`src/rtl/pn3_pkg.sv`:
```
// Shared widths, codes and control bundles of the 3D gradient noise pipeline.
package pn3_pkg;

    localparam int COORD_W = 32;
    localparam int PERM_W  = 8;
    localparam int OUT_W   = 16;

    typedef enum logic {
        OP_LOAD = 1'b0,
        OP_EVAL = 1'b1
    } t_op;

    typedef enum logic [2:0] {
        GRAD_XPY   = 3'd0,
        GRAD_NXPY  = 3'd1,
        GRAD_XNY   = 3'd2,
        GRAD_NXNY  = 3'd3,
        GRAD_XPZ   = 3'd4,
        GRAD_NXPZ  = 3'd5,
        GRAD_XNZ   = 3'd6,
        GRAD_NXNZ  = 3'd7
    } t_grad;

    typedef struct packed {
        logic s2;
        logic s3;
        logic s4;
        logic s5;
    } t_fade_en;

    typedef struct packed {
        logic mul;
        logic add;
    } t_lerp_en;

endpackage

```
`src/rtl/pn3_lerp.sv`:
```
// Two-stage linear blend a + floor(t * (b - a)) in signed fixed point.
module pn3_lerp #(
    parameter int FRAC_BITS = 16
) (
    input  logic                          i_clk,
    input  pn3_pkg::t_lerp_en             i_en,
    input  logic        [FRAC_BITS:0]     i_t,
    input  logic signed [FRAC_BITS+2:0]   i_a,
    input  logic signed [FRAC_BITS+2:0]   i_b,
    output logic signed [FRAC_BITS+2:0]   o_r
);

    localparam int F  = FRAC_BITS;
    localparam int GW = F + 3;

    logic signed [GW:0]      diff;
    logic signed [2*F+5:0]   r_prod;
    logic signed [GW-1:0]    r_a;
    logic signed [2*F+5:0]   prod_sh;
    logic signed [F+5:0]     sum;

    assign diff    = {i_b[GW-1], i_b} - {i_a[GW-1], i_a};
    assign prod_sh = r_prod >>> F;
    assign sum     = {{3{r_a[GW-1]}}, r_a} + prod_sh[F+5:0];

    always_ff @(posedge i_clk) begin
        if (i_en.mul) begin
            r_prod <= (2*F+6)'($signed({1'b0, i_t}) * diff);
            r_a    <= i_a;
        end
        if (i_en.add) begin
            o_r <= sum[GW-1:0];
        end
    end

endmodule
```
`config.mk`:
```
export PLATFORM = sky130hd
export DESIGN_NAME = pn3_lerp
export DESIGN_NICKNAME = d
export VERILOG_FILES = /design/src/rtl/pn3_pkg.sv /design/src/rtl/pn3_lerp.sv
export SDC_FILE = /design/constraint.sdc
export NUM_CORES = 1
export LEC_CHECK = 0
export BUFFER_PORTS_ARGS = -buffer_cell sky130_fd_sc_hd__buf_2
export CORE_ASPECT_RATIO = 1.75
export CORE_UTILIZATION = 60
export CTS_BUF_LIST = sky130_fd_sc_hd__clkbuf_4 sky130_fd_sc_hd__clkbuf_8
export DETAILED_ROUTE_END_ITERATION = 6
export PLACE_DENSITY = 0.74
export SKIP_CTS_REPAIR_TIMING = 1
export SYNTH_ARGS = -nofsm -noshare
export SYNTH_HDL_FRONTEND = slang
export SYNTH_SLANG_ARGS = --single-unit
```
`constraint.sdc`:
```
create_clock -name i_clk -period 11.76 [get_ports i_clk]
set_input_delay 0 -clock i_clk [delete_from_list [all_inputs] [get_ports i_clk]]
set_output_delay 0 -clock i_clk [all_outputs]
set_load 0.1 [all_outputs]
```
==> impl_metrics.py <==
metrics = {
    "synth": {
        "synth-async-reset-ratio_pct": 0,
        "ys_dominant_reg_cell": "edfxtp_1",
        "synthDominantCellAreaShare_pct": 41.3,
        "post_synth_inst_count": 1650,
        "ys_seq_elements": 57,
        "ys_types": 55,
        "post_synth_edffs": 57,
        "synth_largest_area_cell": "fa_1",
        "post_synth_instance_area_mm2": 0.0154,
        "synth.yosys.warnings": 0,
        "yosys-top-cells-area": "fa_1 (41%), edfxtp_1 (11%), inv_1 (10%)",
        "syn-mean-instance-area_um2": 9.33,
        "ys_seq_area_share_pct": 11.1,
        "synth_nets": 2147,
    },
    "floorplanning": {
        "initial_core_util_pct": 61.0,
        "dieHeight_um": 214,
        "core_region_mm2": 0.0252,
        "floorplan.rows": 77,
        "dieWidth_um": 123,
        "floorplan.io_pins": 77,
        "die_area_mm2": 0.0263,
    },
    "clock_tree": {
        "tritoncts_num_sinks": 57,
        "tritoncts": "done",
        "cts_buffers": 9,
        "insertion_delay_ns": 0.34,
        "clkSlewWorstSetupHoldPaths_ns": 0.07,
        "root_buffer": "clkbuf_8",
        "htree_num_levels": 3,
        "max-clock-path-buffers": 2,
    },
    "detailed_routing": {
        "initialDrtViolationCount": 489,
        "routed_via_density": 5.58,
        "drt-pass1-iter-count": 6,
        "drcViolationCount": 0,
        "wl_um": 37600,
        "vias": 11318,
        "routedWlPerCell_um": 18.5,
        "final_antenna_net_count": 0,
    },
    "placement": {
        "finalWeightedCongestion": 0.921,
        "dpl_cell_area_mm2": 0.0161,
        "placedCellCount": 1995,
        "placement.io_buffers": 76,
        "place_hpwl_um": 30300,
    },
    "sta": {
        "min_period_over_period_pct": 77.0,
        "finalHoldViolCount": 0,
        "worst_pin_slew_ns": 1.18,
        "clock.fmax_mhz": 110,
        "timing.clock.skew_ns": 0.00667,
        "final-setup-viol-count": 0,
        "rsz0062_at_grt": "no",
        "timing.final.crit_period_ns": 9.06,
        "maxSlewViolCount": 0,
        "timing.max_slew.rel_slack_pct": 21.1,
        "total_negative_slack_ns": 0,
    },
    "hold_path": {
        "min-delay-path-class": "in -> reg",
        "hold-path-cell-count": 1,
        "holdCritStartpoint": "i_en[0]",
    },
    "global_route": {
        "grt_start_max_net_pins": 40,
        "grt-ovfl-total": 0,
        "grt.total_usage_pct": 30.8,
        "grt_pass1_vias": 12519,
        "grt_antenna_before_repair": 0,
        "grt_pass1_wl_um": 60700,
    },
    "final_layout": {
        "finish.instance_area_mm2": 0.0164,
        "layout-drive-gt1-share_pct": 7.30,
        "layout.cells.most_common_list": "inv_1 (430), fa_1 (318), nand2_1 (178)",
        "layoutNonFillerInstCount": 2029,
        "final_common_cell": "inv_1",
        "final_nets": 2206,
        "num_antenna_cells": 0,
        "syn2layout_area_growth_pct": 6.74,
        "num-fill-cells": 2080,
    },
    "worst_setup_path": {
        "path_common_cell": "inv_1",
        "worst_setup_path_end_kind": "register",
        "critical_path.startpoint_type": "primary input",
        "cp.depth": 32,
        "crit_path_top_delay_cell": "nor2b_1",
        "rr_worst_depth": 12,
        "worst_path_largest_cell_delay_ns": 0.91,
        "critical_path_peak_fanout": 15,
        "timing_worst_setup_path_type": "in -> reg",
        "timing.critical_path.arrival_ns": 9.14,
        "crit_buf_inv": 8,
        "crit_path_start": "i_a[1]",
        "r2r_slack_ns": 8.34,
        "worstReg2RegStart": "r_prod[16]",
        "required_ns": 11.84,
        "cpLargestDelayFamily": "adder cells",
    },
    "status": {
        "status": "completed",
    },
    "flow_run": {
        "maxCapViolations": 0,
    },
}
per-stage QoR:
| stage | worst slack (ns) | hold WS [ns] | utilization (%) |
|---|---|---|---|
| floorplan | 4.18 | 0.0989 | - |
| global placement | 3.07 | 0.191 | 63.7 |
| detailed placement | 2.93 | 0.194 | 63.7 |
| CTS | 3.29 | -0.166 | 64.4 |
| global route | 2.22 | 0.141 | 65.1 |
| finish | 2.70 | 0.141 | 65.1 |
final timing paths:
kind | endpoint
setup / recovery | r_prod[34]
hold / removal | o_r[15]
setup reg to reg | o_r[18]
hold reg to reg | o_r[0]
cell families after synthesis:
group / after synthesis / share of synthesized area [%]
flops: 57 / 11.1
buf+inv: 490 / 12.0
xor+xnor: 69 / 4.01
mux: 18 / 1.25
compound gates: 117 / 5.18
fa+ha+maj: 439 / 51.2
simple gates: 460 / 15.2
state kept, by name, summed over array words and instances (netlist names):
register	cells
r_prod	19
r_a	19
o_r	19
cells in the mapped netlist, drive strengths merged (8+ instances only):
cell type	count
fa	318
nand3	12
ha	121
clkbuf	56
a21oi	33
mux2i	8
nor3	11
nand2	178
a21o	9
mux2	10
o21ai	24
o21a	10
xnor2	49
and2	144
inv	430
xor2	19
nand2b	31
nor2	30
nor2b	34
edfxtp	57
routing by layer:
layer | up-vias | GRT usage (%) | part of all wire [%]
met5 | - | 0 | 0
met4 | 0 | 20.4 | 7.6
met3 | 177 | 3.33 | 4.5
met2 | 390 | 57.4 | 56
met1 | 5750 | 31.2 | 32
li1 | 5001 | - | -
layout make-up:
type	instances	area (µm²)	area share, %
clock inverters	5	47.5	0.289
repair buffers	108	668	4.07
clock buffers	10	131	0.799
flip-flops and latches	57	1710	10.4
multi-input cells	1103	11900	72.2
inverters	430	1610	9.82
well taps	316	395	2.41
Power is not shown: default switching activity piles up to over one toggle a cycle in this logic, so the estimate is an artifact.
