## config.mk

```make
export PLATFORM = sky130hd
export DESIGN_NAME = pn3_fade
export DESIGN_NICKNAME = d
export VERILOG_FILES = /design/src/rtl/pn3_pkg.sv /design/src/rtl/pn3_fade.sv
export SDC_FILE = /design/constraint.sdc
export NUM_CORES = 2
export LEC_CHECK = 0
export BUFFER_PORTS_ARGS = -buffer_cell sky130_fd_sc_hd__buf_2
export CORE_UTILIZATION = 29
export DETAILED_ROUTE_END_ITERATION = 16
export GPL_ROUTABILITY_DRIVEN = 1
export PLACE_DENSITY = 0.52
export SLEW_MARGIN = 30
export SYNTH_ARGS = -nofsm -noshare
export SYNTH_HDL_FRONTEND = slang
export SYNTH_SLANG_ARGS = --single-unit
```

## constraint.sdc

```tcl
create_clock -name i_clk -period 19.6 [get_ports i_clk]
set_clock_uncertainty 0.05 [all_clocks]
set_input_delay 2.94 -clock i_clk [delete_from_list [all_inputs] [get_ports i_clk]]
set_output_delay 2.94 -clock i_clk [all_outputs]
set_load 0.02 [all_outputs]
```

## src/rtl/pn3_pkg.sv

```systemverilog
// Shared widths, codes and control bundles of the 3D gradient noise pipeline.
package pn3_pkg;

    localparam int COORD_W = 32;
    localparam int PERM_W  = 8;
    localparam int OUT_W   = 16;

    typedef enum logic {
        OP_LOAD = 1'b0,
        OP_EVAL = 1'b1
    } t_op;

    typedef enum logic [2:0] {
        GRAD_XPY   = 3'd0,
        GRAD_NXPY  = 3'd1,
        GRAD_XNY   = 3'd2,
        GRAD_NXNY  = 3'd3,
        GRAD_XPZ   = 3'd4,
        GRAD_NXPZ  = 3'd5,
        GRAD_XNZ   = 3'd6,
        GRAD_NXNZ  = 3'd7
    } t_grad;

    typedef struct packed {
        logic s2;
        logic s3;
        logic s4;
        logic s5;
    } t_fade_en;

    typedef struct packed {
        logic mul;
        logic add;
    } t_lerp_en;

endpackage

```

## src/rtl/pn3_fade.sv

```systemverilog
// Four-stage fade curve 6t^5-15t^4+10t^3 on one fractional coordinate.
module pn3_fade #(
    parameter int FRAC_BITS = 16
) (
    input  logic                    i_clk,
    input  pn3_pkg::t_fade_en       i_en,
    input  logic [FRAC_BITS-1:0]    i_t,
    output logic [FRAC_BITS:0]      o_fade
);

    localparam int F  = FRAC_BITS;
    localparam int KW = F + 4;
    localparam logic [KW-1:0] K15 = KW'(15) << F;
    localparam logic [KW-1:0] K10 = KW'(10) << F;

    logic [KW-1:0]    k;
    logic [2*F+3:0]   r_mraw;
    logic [2*F-1:0]   r_t2raw;
    logic [F-1:0]     r_t;
    logic [KW-1:0]    r_inner;
    logic [2*F-1:0]   r_t3raw;
    logic [2*F+3:0]   r_fraw;

    assign k = K15 - (KW'({i_t, 2'b00}) + KW'({i_t, 1'b0}));

    always_ff @(posedge i_clk) begin
        if (i_en.s2) begin
            r_mraw  <= (2*F+4)'(i_t) * (2*F+4)'(k);
            r_t2raw <= (2*F)'(i_t) * (2*F)'(i_t);
            r_t     <= i_t;
        end
        if (i_en.s3) begin
            r_inner <= K10 - r_mraw[2*F+3:F];
            r_t3raw <= (2*F)'(r_t2raw[2*F-1:F]) * (2*F)'(r_t);
        end
        if (i_en.s4) begin
            r_fraw <= (2*F+4)'(r_t3raw[2*F-1:F]) * (2*F+4)'(r_inner);
        end
        if (i_en.s5) begin
            o_fade <= r_fraw[2*F:F];
        end
    end

endmodule

```

==> results.yml <==
floorplan:
  die_area_um2: 138000
  core_area_um2: 135000
  ios: 38
  die_h_um: 371
  rows: 135
  start_util_pct: 29.2
  die_w_um: 371
synthesis:
  synth_compound_area_share_pct: 5.65
  synth_top_family_by_area: "adder cells"
  synth-simple-area-share_pct: 14.1
  yosysWarnings: 0
  synth_edf_count: 122
  syn-num-nets: 5528
  yosysSeqAreaShare_pct: 9.26
  ys_async_sr_fraction_pct: 0
  synth_fa_ha_area_share_pct: 56.4
  yosys-top-cells-area: "fa_1 (42%), ha_1 (14%), inv_1 (9.6%)"
  synthesis.area_um2: 39500
  synth-xor-area-share_pct: 2.50
  yosys.area.top_type: "fa_1"
  synth_seq_cells: 122
  synth_cell_types: 83
  yosysTopAreaCellShare_pct: 42.4
  synthFlopType: "edfxtp_1"
  syn_inst: 4227
  yosysMostFrequentCell: "inv_1"
  synth_common_cells: "inv_1 (1014), fa_1 (838), nand2_1 (606)"
  syn_avg_cell_area_um2: 9.35
  synth_mux_area_share_pct: 0.544
finish:
  drive_gt1_share_pct: 4.08
  num-fill-cells: 14200
  syn_to_final_growth_pct: 6.77
  fin_nets: 5452
route:
  drc: 0
  vias_per_cell: 4.62
  wl_per_cell_um: 17.0
  drt_iter0_markers: 1547
  vias: 27500
  drt_pass1_iterations: 5
  ant_nets: 0
  finalWirelength_um: 101000
setup_path:
  required_ns: 19.76
  worstSetupEndpointType: "register"
  cpPeakStageDelay_ns: 0.73
  reg2regPathDepth: 22
  worst_path_max_delay_cell: "xor2_2"
  worstSetupStartpointType: "primary input"
  crit_fanout: 29
  critPathKind: "primary input to register"
  crit_cells: 32
  crit_path_frequent_cell: "fa_1"
  crit_arrival_ns: 12.82
  crit_buf_inv: 5
  path_delay_family: "adder cells"
placed_design:
  gp_congestion: 0.837
  dp_hpwl_um: 77800
  io_buffers: 37
timing:
  fin_crit_sh_pct: 64.6
  timing_hold_violations_final: 0
  rsz0062_at_grt: "false"
  fmax_mhz: 78.9
  final.setup.tns_ns: 0
  finalSetupViolCount: 0
  maxSlewHeadroom_pct: 29.9
  fin_crit_ns: 12.67
  final_max_slew_viol_count: 0
  worst_pin_slew_ns: 1.05
cts:
  cts-htree-levels: 4
  post_cts_buffers: 0
  cts_hold_repair.buffers: 0
  cts.sinks: 122
  numCtsBuffers: 17
  clock_path_buffers: 2
  clkLatencyLatePin_ns: 0.47
  clockRootBuffer: "clkbuf_16"
  clk_pin_slew_worst_paths_ns: 0.08
  cts_tree: "yes"
  cts-resized-gates: 0
min_path:
  hold_path_depth: 0
  hold_path.class: "register to register"
grt:
  grt_pass1_wl_um: 167000
  grt_pass1_vias: 30300
  grtUsageTotal_pct: 15.4
  grt_max_degree: 53
  antenna_found_initial: 8
  grt-ovfl-total: 0
flow_run:
  drv_cap: 0
outcome:
  status: "complete, no violations"
==> final cells by class <==
| type | count | area, um2 | area share (%) |
|---|---|---|---|
| Sequential cell | 122 | 3660 | 8.68 |
| Antenna cell | 1 | 2.50 | 0.00593 |
| Clock buffer | 19 | 433 | 1.03 |
| Timing Repair Buffer | 81 | 515 | 1.22 |
| Multi-Input combinational cell | 2905 | 31400 | 74.4 |
| Clock inverter | 13 | 143 | 0.338 |
| Tap cell | 1781 | 2230 | 5.28 |
| Inverter | 1024 | 3840 | 9.10 |
==> routing by layer <==
layer  vias up  GRT usage [%]  part of all wire (%)
met3       115           1.88                   4.3
met5         -              0                 0.022
met2       604           26.2                    48
met1     14200           20.7                    45
li1      12600              -                     -
met4         4           3.52                   2.0
==> cell families (layout without fill, tap and decap cells) <==
| kind of cell | after synthesis | in the layout |
|---|---|---|
| flip-flops | 122 | 122 |
| adder cells (fa/ha/maj) | 1280 | 1280 |
| AO/OA/AOI/OAI | 315 | 315 |
| buffers and inverters | 1200 | 1137 |
| other | 0 | 1 |
| multiplexers | 18 | 18 |
| AND/OR/NAND/NOR | 1180 | 1180 |
| XOR/XNOR | 112 | 112 |
==> layout by cell type (no fill, tap or decap), types with 30 or more instances in the layout <==
master    count
a21o_1       45
a21oi_1      77
and2_1      307
buf_2        37
buf_4        44
edfxtp_1    122
fa_1        838
ha_1        441
inv_1      1014
nand2_1     606
nand3_1      36
nor2_1      124
o21ai_0      33
xnor2_1      76
xor2_1       30
==> sequential cells by signal, summed over array words and instances (netlist names) <==
signal and count:
r_mraw 21, r_inner 20, r_t3raw 16, r_fraw 17, r_t 15, o_fade 17, r_t2raw 16
==> worst reg2reg max path: stages (launching register included) <==
cell	delay, ns
edfxtp_1	1.01
nand2_1	0.20
fa_1	0.58
inv_1	0.07
fa_1	0.57
inv_1	0.07
fa_1	0.51
inv_1	0.06
fa_1	0.54
inv_1	0.05
fa_1	0.47
inv_1	0.05
fa_1	0.43
ha_1	0.31
a21oi_1	0.33
nand3b_1	0.26
nand2b_1	0.13
a22o_1	0.21
a21o_1	0.19
or3_1	0.38
a21oi_2	0.27
o2111ai_1	0.16
o211a_1	0.14
==> final timing paths <==
path / start / end / slack, ns
min: r_fraw[16] / o_fade[0] / 0.36
max: i_t[3] / r_mraw[35] / 6.93
min reg2reg: r_fraw[16] / o_fade[0] / 0.36
max reg2reg: r_t3raw[17] / r_fraw[31] / 12.30
==> per-stage QoR <==
step                      setup slack (ns)  hold WS (ns)  util, %  area [um2]  cells
after floorplan                       8.33         0.350        -       39500   4227
after global placement                6.60         0.351     30.8       41600   5913
after detailed placement              6.50         0.355     30.8       41600   5913
after CTS                             6.99         0.362     31.2       42200   5945
after global routing                  6.34         0.368     31.2       42200   5946
final                                 6.93         0.359     31.2       42200   5946
Power is not shown: default switching activity piles up to over one toggle a cycle in this logic, so the estimate is an artifact.
